[config.mk]
export PLATFORM = sky130hd
export DESIGN_NAME = flash_record_check_select_unit
export DESIGN_NICKNAME = d
export VERILOG_FILES = /design/src/rtl/core/frcs_pkg.sv /design/src/rtl/core/frcs_scan.sv /design/src/rtl/core/frcs_select.sv /design/src/rtl/core/flash_record_check_select_unit.sv
export SDC_FILE = /design/constraint.sdc
export NUM_CORES = 1
export LEC_CHECK = 0
export BUFFER_PORTS_ARGS = -buffer_cell sky130_fd_sc_hd__buf_2
export CAP_MARGIN = 0
export CORE_UTILIZATION = 55
export DETAILED_ROUTE_END_ITERATION = 7
export GPL_ROUTABILITY_DRIVEN = 0
export GPL_TIMING_DRIVEN = 0
export PLACE_DENSITY = 0.8
export SLEW_MARGIN = 30
export SYNTH_ARGS = -nofsm -noshare
export SYNTH_HDL_FRONTEND = slang
export SYNTH_SLANG_ARGS = --single-unit
export TNS_END_PERCENT = 5
[constraint.sdc]
create_clock -name aclk -period 9.45 [get_ports aclk]
set_input_delay 0.945 -clock aclk [delete_from_list [all_inputs] [get_ports aclk]]
set_output_delay 0.945 -clock aclk [all_outputs]
set_load 0.01 [all_outputs]
[src/rtl/core/frcs_pkg.sv]
`default_nettype none
package frcs_pkg;

    localparam int unsigned MAX_BANK_BYTES = 65536;
    localparam int unsigned POS_W = $clog2(MAX_BANK_BYTES + 1);
    localparam int unsigned LEN_W = 16;
    localparam int unsigned REV_W = 8;
    localparam int unsigned CRC_W = 32;
    localparam logic [CRC_W-1:0] CRC_POLY = 32'h04C1_1DB7;
    localparam int unsigned CFG_W = 17;

    typedef enum logic [2:0] {
        PH_IDLE = 3'd0,
        PH_TEXT = 3'd1,
        PH_REV  = 3'd2,
        PH_CRC0 = 3'd3,
        PH_CRC1 = 3'd4,
        PH_CRC2 = 3'd5,
        PH_CRC3 = 3'd6
    } scan_phase_t;

    typedef enum logic [1:0] {
        ST_GOOD     = 2'd0,
        ST_CRC_BAD  = 2'd1,
        ST_SIZE_BAD = 2'd2
    } check_status_t;

    typedef enum logic [1:0] {
        CH_BANK0 = 2'd0,
        CH_BANK1 = 2'd1,
        CH_NONE  = 2'd2
    } chosen_bank_t;

    typedef struct packed {
        logic             done;
        logic             bank;
        check_status_t    status;
        logic             good;
        logic [LEN_W-1:0] text_len;
        logic [REV_W-1:0] revision;
    } scan_result_t;

    // msb-first crc-32, one byte per call, no reflection
    function automatic logic [CRC_W-1:0] crc_byte(input logic [CRC_W-1:0] crc_in,
                                                  input logic [7:0] data);
        logic [CRC_W-1:0] c;
        c = crc_in ^ {data, 24'h0};
        for (int i = 0; i < 8; i++) begin
            c = c[CRC_W-1] ? ((c << 1) ^ CRC_POLY) : (c << 1);
        end
        return c;
    endfunction

endpackage
`default_nettype wire

[src/rtl/core/frcs_scan.sv]
`default_nettype none
module frcs_scan (
    input  wire logic                           aclk,
    input  wire logic                           aresetn,
    input  wire logic                           step,
    input  wire logic [7:0]                     data_byte,
    input  wire logic                           scan_start,
    input  wire logic                           bank_id,
    input  wire logic [frcs_pkg::CFG_W-1:0]     size_cfg,
    output frcs_pkg::scan_result_t              result
);

    frcs_pkg::scan_phase_t              phase_reg, phase_next, phase_cur;
    logic [frcs_pkg::CRC_W-1:0]         crc_reg, crc_next, crc_base;
    logic [frcs_pkg::POS_W-1:0]         pos_reg, pos_next;
    logic [frcs_pkg::POS_W-1:0]         text_reg, text_next;
    logic [frcs_pkg::REV_W-1:0]         rev_reg, rev_next;
    logic [frcs_pkg::CFG_W-1:0]         limit;
    logic                               active;
    logic                               trailer_done;
    logic                               finish;

    always_comb begin
        phase_cur = scan_start ? frcs_pkg::PH_TEXT : phase_reg;
        crc_base  = scan_start ? '0 : crc_reg;
        pos_next  = (scan_start ? '0 : pos_reg) + frcs_pkg::POS_W'(1);
        text_next = scan_start ? '0 : text_reg;
        rev_next  = scan_start ? '0 : rev_reg;
        crc_next  = frcs_pkg::crc_byte(crc_base, data_byte);
        active    = (phase_cur != frcs_pkg::PH_IDLE);
        phase_next   = phase_cur;
        trailer_done = 1'b0;

        case (phase_cur)
            frcs_pkg::PH_TEXT: begin
                if (data_byte != 8'd0) begin
                    text_next = text_next + frcs_pkg::POS_W'(1);
                end else begin
                    phase_next = frcs_pkg::PH_REV;
                end
            end
            frcs_pkg::PH_REV: begin
                rev_next   = data_byte;
                phase_next = frcs_pkg::PH_CRC0;
            end
            frcs_pkg::PH_CRC0: phase_next = frcs_pkg::PH_CRC1;
            frcs_pkg::PH_CRC1: phase_next = frcs_pkg::PH_CRC2;
            frcs_pkg::PH_CRC2: phase_next = frcs_pkg::PH_CRC3;
            frcs_pkg::PH_CRC3: trailer_done = 1'b1;
            default: phase_next = frcs_pkg::PH_IDLE;
        endcase

        limit = (size_cfg > frcs_pkg::CFG_W'(frcs_pkg::MAX_BANK_BYTES))
              ? frcs_pkg::CFG_W'(frcs_pkg::MAX_BANK_BYTES) : size_cfg;
        finish = active && (trailer_done || (frcs_pkg::CFG_W'(pos_next) >= limit));
        if (finish) begin
            phase_next = frcs_pkg::PH_IDLE;
        end

        result.done     = finish;
        result.bank     = bank_id;
        result.status   = trailer_done
                        ? ((crc_next != '0) ? frcs_pkg::ST_CRC_BAD : frcs_pkg::ST_GOOD)
                        : frcs_pkg::ST_SIZE_BAD;
        // empty text is never good, even with a clean residue
        result.good     = trailer_done && (crc_next == '0) && (text_next != '0);
        result.text_len = text_next[frcs_pkg::LEN_W-1:0];
        result.revision = rev_next;
    end

    always_ff @(posedge aclk) begin
        if (!aresetn) begin
            phase_reg <= frcs_pkg::PH_IDLE;
            crc_reg   <= '0;
            pos_reg   <= '0;
            text_reg  <= '0;
            rev_reg   <= '0;
        end else if (step && active) begin
            phase_reg <= phase_next;
            crc_reg   <= crc_next;
            pos_reg   <= pos_next;
            text_reg  <= text_next;
            rev_reg   <= rev_next;
        end
    end

endmodule
`default_nettype wire

[src/rtl/core/frcs_select.sv]
`default_nettype none
module frcs_select (
    input  wire logic                       aclk,
    input  wire logic                       aresetn,
    input  wire logic                       step,
    input  wire frcs_pkg::scan_result_t     result,
    output logic                            m_tvalid,
    input  wire logic                       m_tready,
    output logic [47:0]                     m_tdata,
    output logic [0:0]                      m_tuser
);

    logic [1:0]                          good_reg, good_next;
    logic [frcs_pkg::LEN_W-1:0]          len_reg [2];
    logic [frcs_pkg::LEN_W-1:0]          len_next [2];
    logic [frcs_pkg::REV_W-1:0]          rev_reg [2];
    logic [frcs_pkg::REV_W-1:0]          rev_next [2];
    logic [frcs_pkg::REV_W-1:0]          rev_diff;
    frcs_pkg::chosen_bank_t              chosen;
    logic [frcs_pkg::LEN_W-1:0]          chosen_len;
    logic [frcs_pkg::LEN_W-1:0]          text_len;
    logic                                load;
    logic                                out_valid_reg;
    logic [47:0]                         out_data_reg;
    logic                                out_bank_reg;

    assign load = step && result.done;

    always_comb begin
        good_next = good_reg;
        len_next  = len_reg;
        rev_next  = rev_reg;
        text_len  = result.good ? result.text_len : '0;
        good_next[result.bank] = result.good;
        len_next[result.bank]  = text_len;
        rev_next[result.bank]  = result.revision;

        // signed revision distance, wraparound tolerant, ties to bank 0
        rev_diff = rev_next[0] - rev_next[1];
        if (good_next[0] && good_next[1]) begin
            chosen = rev_diff[frcs_pkg::REV_W-1] ? frcs_pkg::CH_BANK1 : frcs_pkg::CH_BANK0;
        end else if (good_next[1]) begin
            chosen = frcs_pkg::CH_BANK1;
        end else if (good_next[0]) begin
            chosen = frcs_pkg::CH_BANK0;
        end else begin
            chosen = frcs_pkg::CH_NONE;
        end

        case (chosen)
            frcs_pkg::CH_BANK0: chosen_len = len_next[0];
            frcs_pkg::CH_BANK1: chosen_len = len_next[1];
            default:            chosen_len = '0;
        endcase
    end

    always_ff @(posedge aclk) begin
        if (!aresetn) begin
            good_reg      <= '0;
            len_reg       <= '{default: '0};
            rev_reg       <= '{default: '0};
            out_valid_reg <= 1'b0;
        end else begin
            if (load) begin
                good_reg      <= good_next;
                len_reg       <= len_next;
                rev_reg       <= rev_next;
                out_valid_reg <= 1'b1;
            end else if (m_tready) begin
                out_valid_reg <= 1'b0;
            end
        end
    end

    always_ff @(posedge aclk) begin
        if (load) begin
            out_bank_reg <= result.bank;
            out_data_reg <= {4'd0, chosen_len, chosen, result.revision, text_len,
                             result.status};
        end
    end

    assign m_tvalid = out_valid_reg;
    assign m_tdata  = out_data_reg;
    assign m_tuser  = out_bank_reg;

endmodule
`default_nettype wire

[src/rtl/core/flash_record_check_select_unit.sv]
`default_nettype none
// a finishing byte's result is loaded into the output register as the byte leaves the input register
// throughput: one byte per cycle; a result waiting in the output register holds the input
// the crc, scan phase and counters advance as each byte leaves the input register
// reset (aresetn low, synchronous): scan idle, both banks not good, bank size 4096
module flash_record_check_select_unit (
    input  wire logic                           aclk,
    input  wire logic                           aresetn,
    input  wire logic                           cfg_wr_en,
    input  wire logic [frcs_pkg::CFG_W-1:0]     cfg_wr_data,
    input  wire logic                           s_tvalid,
    output logic                                s_tready,
    input  wire logic [7:0]                     s_tdata,   // data_byte
    input  wire logic [1:0]                     s_tuser,   // scan_start, bank_id
    output logic                                m_tvalid,
    input  wire logic                           m_tready,
    // check_status[1:0], text_length[17:2], revision[25:18],
    // chosen_bank[27:26], chosen_length[43:28], zero pad
    output logic [47:0]                         m_tdata,
    output logic [0:0]                          m_tuser    // checked_bank
);

    logic [frcs_pkg::CFG_W-1:0]  size_cfg_reg;
    logic                        in_valid_reg;
    logic [7:0]                  in_byte_reg;
    logic                        in_start_reg;
    logic                        in_bank_reg;
    logic                        step;
    frcs_pkg::scan_result_t      result;

    assign step     = in_valid_reg && (!m_tvalid || m_tready);
    assign s_tready = !in_valid_reg || step;

    always_ff @(posedge aclk) begin
        if (!aresetn) begin
            size_cfg_reg <= frcs_pkg::CFG_W'(4096);
            in_valid_reg <= 1'b0;
        end else begin
            if (cfg_wr_en) begin
                size_cfg_reg <= cfg_wr_data;
            end
            if (s_tready) begin
                in_valid_reg <= s_tvalid;
            end
        end
    end

    always_ff @(posedge aclk) begin
        if (s_tvalid && s_tready) begin
            in_byte_reg  <= s_tdata;
            in_start_reg <= s_tuser[0];
            in_bank_reg  <= s_tuser[1];
        end
    end

    frcs_scan u_scan (
        .aclk       (aclk),
        .aresetn    (aresetn),
        .step       (step),
        .data_byte  (in_byte_reg),
        .scan_start (in_start_reg),
        .bank_id    (in_bank_reg),
        .size_cfg   (size_cfg_reg),
        .result     (result)
    );

    frcs_select u_select (
        .aclk     (aclk),
        .aresetn  (aresetn),
        .step     (step),
        .result   (result),
        .m_tvalid (m_tvalid),
        .m_tready (m_tready),
        .m_tdata  (m_tdata),
        .m_tuser  (m_tuser)
    );

endmodule
`default_nettype wire

After elaboration in Yosys (flattened, before gate mapping) --
Index checks and enable logic that the tools add are counted.
Operators by class: add/sub/neg operators 3, order comparisons 6, equality and inequality tests 7, muxes and demuxes 39, bitwise gates (word level) 10, reduce and logical (&&, ||, !) cells 22
Operators with widths (number):
- 27-bit two-way mux | 8
- 14-bit NOT | 8
- 17-bit two-way mux | 5
- 17-bit by 1-bit adder with 17-bit output (second input constant) | 2
- 32-bit bitwise mux | 1
- 32-bit zero test | 1
- 16-bit two-way mux | 2
- 32-bit two-way mux | 1
- 16-bit one-hot mux with 2 select lines | 1
- 32-bit nonzero test | 1
- 32-bit XOR | 1
- 8-bit two-way mux | 3
- 3-bit one-hot mux with 6 select lines | 1
- 17-bit greater-or-equal comparator | 1
- 17-bit greater-than comparator (second input constant) | 1
- 17-bit nonzero test | 1
- 16-bit bitwise mux | 1
- 16-bit demux with 1-bit select | 1
- 1-bit logical AND | 10
- 3-bit == test (second input constant) | 3
- 3-bit two-way mux | 3
- 8-bit demux with 1-bit select | 1
- 8-bit nonzero test | 1
- 8-bit subtractor | 1
- 17 further kinds | 28
Storage, ports and cells: register bits 201, bits of input ports 32, output and inout bits 51

Depth between registers and ports, before layout --
depth in word-level cells 27, mapped depth 26, mapped depth without buffers 16

Cells and area by module --
A second synthesis with hierarchy kept.
Unflattened totals: cell total of the unflattened synthesis 1292, area, all modules 11778.8 µm²
By module, submodules not included:
- frcs_scan | instances 1, cells an instance 823, area each 6357.3 µm², seq. area each 1541.5 µm²
- frcs_select | instances 1, cells an instance 398, area each 4415.5 µm², seq. area each 2372.3 µm²
- flash_record_check_select_unit | instances 1, cells an instance 71, area each 1006.0 µm², seq. area each 660.6 µm²

Worst setup path before layout --
OpenSTA, ideal clock, no wires.
path type register to register, start point register in_start_reg, end point register u_select.out_data_reg[0] (netlist: u_select.m_tdata[0]) (enable), library setup time 463 ps, arrival time 6278 ps, data required time 8987 ps, path slack 2709 ps, cell stages (with the launch flop) 24, buffers on the path 9, clock period less this slack 6741 ps, cells stage by stage edfxtp_1 buf_2 buf_2 buf_2 buf_1 buf_1 clkbuf_1 clkbuf_1 buf_1 nor2b_1 ha_1 and3_1 nand3_1 nor2_1 xnor2_1 ha_1 a21o_1 a21o_1 a221o_1 or4b_1 o41a_1 nand3_1 buf_1 inv_1
On the way: longest elaborated chain between the ends 6, elaborated cells on any way between the ends 10
RTL lines:
- start, declared | line flash_record_check_select_unit.sv:26 | logic in_start_reg;
- start signal, assigned | line flash_record_check_select_unit.sv:51 | in_start_reg <= s_tuser[0];
- 17-bit two-way mux | line frcs_scan.sv:26 | pos_next = (scan_start ? '0 : pos_reg) + frcs_pkg::POS_W'(1);
- 17-bit by 1-bit adder with 17-bit output | line frcs_scan.sv:26
- named net u_scan.pos_next, one bit | line frcs_scan.sv:15 | logic [frcs_pkg::POS_W-1:0] pos_reg, pos_next;
- 17-bit greater-or-equal comparator | line frcs_scan.sv:55 | finish = active && (trailer_done || (frcs_pkg::CFG_W'(pos_next) >= limit));
- 1-bit logical OR | line frcs_scan.sv:55
- 1-bit logical AND | line frcs_scan.sv:55
- 1-bit logical AND | line frcs_select.sv:27 | assign load = step && result.done;
- named net u_select.load | line frcs_select.sv:22 | logic load;
- end signal, assigned | line frcs_select.sv:78 | out_data_reg <= {4'd0, chosen_len, chosen, result.revision, text_len,
- end, declared | line frcs_select.sv:24 | logic [47:0] out_data_reg;
The timed path passes the listed nets, and every way through them passes these cells. A chain may end at the register's enable or synchronous reset.

Worst setup path in the final report --
start point register in_start_reg, end point register u_select.out_data_reg[7] (netlist: u_select.m_tdata[7]) (enable)
The elaborated chain is that of the path after synthesis.

==> flow_summary.json <==
{
  "ff2ff_setup_slack_ps": 620,
  "max_slew_margin": 0.365,
  "ys_warn_count": 0,
  "drc": 0,
  "grt_pass1_vias": 8848,
  "yosysUniqueCellTypes": 72,
  "first_pass_iters": 8,
  "die_area_um2": 20900,
  "hold_buffers": 0,
  "setup_tns_ps": 0,
  "clk_path_buf_depth": 3,
  "hold_ws_ps": 452,
  "syn_inst": 1243,
  "cts_tree": "yes",
  "synthDominantCellAreaShare": 0.261,
  "largest_register_ffs": 44,
  "synth_area_um2": 11200,
  "status": "finished clean",
  "dpl.hpwl_mm": 21.1,
  "startpoint": "in_start_reg",
  "period_minus_slack_ps": 8830,
  "cap_violations": 0,
  "coreArea_um2": 19700,
  "slew_violations": 0,
  "seq_area_um2": 4570,
  "clkTransAtPathRegs_ps": 60,
  "powerDensity_nw_per_um2": 175,
  "p_leak_nw": 5.11,
  "htree_levels": 1,
  "yosys.area.top_type": "dfxtp_1",
  "fillers": 1598,
  "numCtsBuffers": 23,
  "synth-seq-cells": 201,
  "min_path_type": "reg2reg",
  "path_class": "reg2reg",
  "wl_per_cell_um": 18.1,
  "layout_common_cells": "dfxtp_1, nand2_1, nor2_1, buf_2, a21oi_1",
  "routed_wl_mm": 29.5,
  "r2r_start": "in_start_reg",
  "r2r-end": "u_select.m_tdata[7]",
  "internal_power_mw": 1.63,
  "p_sw_frac": 0.271,
  "cts.sinks": 201,
  "post-route-util": 0.648,
  "cp-end-kind": "flop",
  "worstSetupEndpoint": "u_select.m_tdata[7]",
  "drt-initial-drc-count": 798,
  "top_level_ports": 83,
  "fp.dieW_um": 145,
  "overflow": 0,
  "layout-drive-gt1-share": 0.126,
  "crit_required_ps": 9730,
  "antennaDiodeCount": 0,
  "grt_pass1_wl_mm": 46.5,
  "min_period_over_period": 0.934,
  "num_vias": 9734,
  "seq_power_share": 0.412,
  "ys_seq_area_frac": 0.409,
  "cts_root_buffer": "clkbuf_16",
  "port_buffers": 77,
  "hold-path-cell-count": 0,
  "rows": 51,
  "cp.arrival_ps": 9110,
  "yosys-top-cells-area": "dfxtp_1, edfxtp_1, xnor2_1",
  "crit_fanout": 36,
  "worstRegToRegCells": 24,
  "power_frac_clock": 0.427,
  "dp.cells": 1589,
  "synthArstFlopShare": 0,
  "clock_skew_ps": 17.5,
  "final_common_cell": "dfxtp_1",
  "finish.instance_area_um2": 12800,
  "tightest_slew_ps": 944,
  "finalSetupViolCount": 0,
  "multi_input_area_um2": 6030,
  "cts_resized": 0,
  "placedInstanceArea_um2": 11900,
  "hold_viol": 0,
  "fin_nets": 1407,
  "initial_utilization": 0.568,
  "ant_nets": 0,
  "rsz0062_at_grt": "no",
  "grt_antenna_before_repair": 0,
  "pwr-share-comb": 0.161,
  "vias_per_cell": 5.97,
  "cts_setup_buffers": 0,
  "area_delta_synth_final_pct": 14.2,
  "grt_util_all_layers": 0.286,
  "die_y_um": 145,
  "ys.flop_type": "dfxtp_1",
  "avgSynthCellArea_um2": 9.00,
  "clock_latency_ps": 530,
  "p_switching_mw": 0.607,
  "cp-start-kind": "flop",
  "grt_max_degree": 37,
  "peakVddDrop_mv": 0.125,
  "synth-edff-count": 55,
  "finalNonFillerCells": 1631,
  "fmax_ghz": 0.113
}
[power by group through the flow]
| stage | Combinational, mW | Sequential, mW | Clock, mW |
|---|---|---|---|
| 2_1_floorplan | 0.266 | 0.936 | 0 |
| 3_3_place_gp | 0.342 | 0.939 | 0 |
| 3_5_place_dp | 0.349 | 0.940 | 0 |
| 4_1_cts | 0.352 | 0.922 | 0.965 |
| 5_1_grt | 0.386 | 0.924 | 0.996 |
| 6_report | 0.360 | 0.922 | 0.957 |
[cells by family after synthesis]
kind of cell / Yosys count / share of synthesized area
AO/OA/AOI/OAI: 271 / 0.170
flip-flops: 201 / 0.409
multiplexers: 36 / 0.0328
adder cells (fa/ha/maj): 26 / 0.0291
XOR/XNOR: 113 / 0.110
AND/OR/NAND/NOR: 448 / 0.194
buffers and inverters: 147 / 0.0548
other: 1 / 0.000335
[per-stage QoR]
| step | setup slack [ps] | power (mW) |
|---|---|---|
| 2_1_floorplan | 2710 | 1.20 |
| 3_3_place_gp | 261 | 1.28 |
| 3_5_place_dp | 797 | 1.29 |
| 4_1_cts | 788 | 2.24 |
| 5_1_grt | 286 | 2.31 |
| 6_report | 620 | 2.24 |
[per-layer routing]
metal,share of wire,GRT usage
met4,0.041,0.135
met3,0.085,0.0474
met1,0.41,0.371
met5,0,0
met2,0.46,0.467
[layout make-up]
class                   instances  area share
multi-input cells             898       0.472
flip-flops and latches        201       0.358
clock buffers                  26      0.0475
plain buffers                  93      0.0321
repair buffers                 78      0.0317
well taps                     265      0.0259
clock inverters                16      0.0170
inverters                      54      0.0159
[worst min path at each step]
stage	start	to
floorplan	in_bank_reg	u_select.m_tuser
CTS	in_bank_reg	u_select.m_tuser
finish	in_bank_reg	u_select.m_tuser
global route	in_bank_reg	u_select.m_tuser
detailed placement	in_bank_reg	u_select.m_tuser
global placement	u_scan.crc_reg[5]	u_scan.crc_reg[5]
[worst max-delay path, stage by stage (launching register included)]
cell and delay (ps):
edfxtp_1 310, buf_2 260, buf_2 320, buf_2 320, buf_1 610, buf_1 560
clkbuf_1 520, clkbuf_1 520, buf_1 470, nor2b_1 100, ha_1 240, and3_1 180
nand3_1 230, nor2_1 120, xnor2_1 310, ha_1 300, a21o_1 180, a21o_1 170
a221o_1 310, or4b_1 560, o41a_1 560, nand3_1 270, buf_1 600, inv_2 280
buf_12 260
[synthesized netlist by cell type (all sizes together), types with 15 or more instances]
cell type / count
a211oi: 47
a21oi: 72
a221o: 17
buf: 43
clkbuf: 50
dfxtp: 146
edfxtp: 55
ha: 26
inv: 54
mux2i: 31
nand2: 139
nand3: 19
nor2: 132
nor2b: 26
nor3: 32
nor4: 15
o21ai: 40
o2bb2ai: 29
xnor2: 63
xor2: 33
Power figures use the tool's default switching activity.
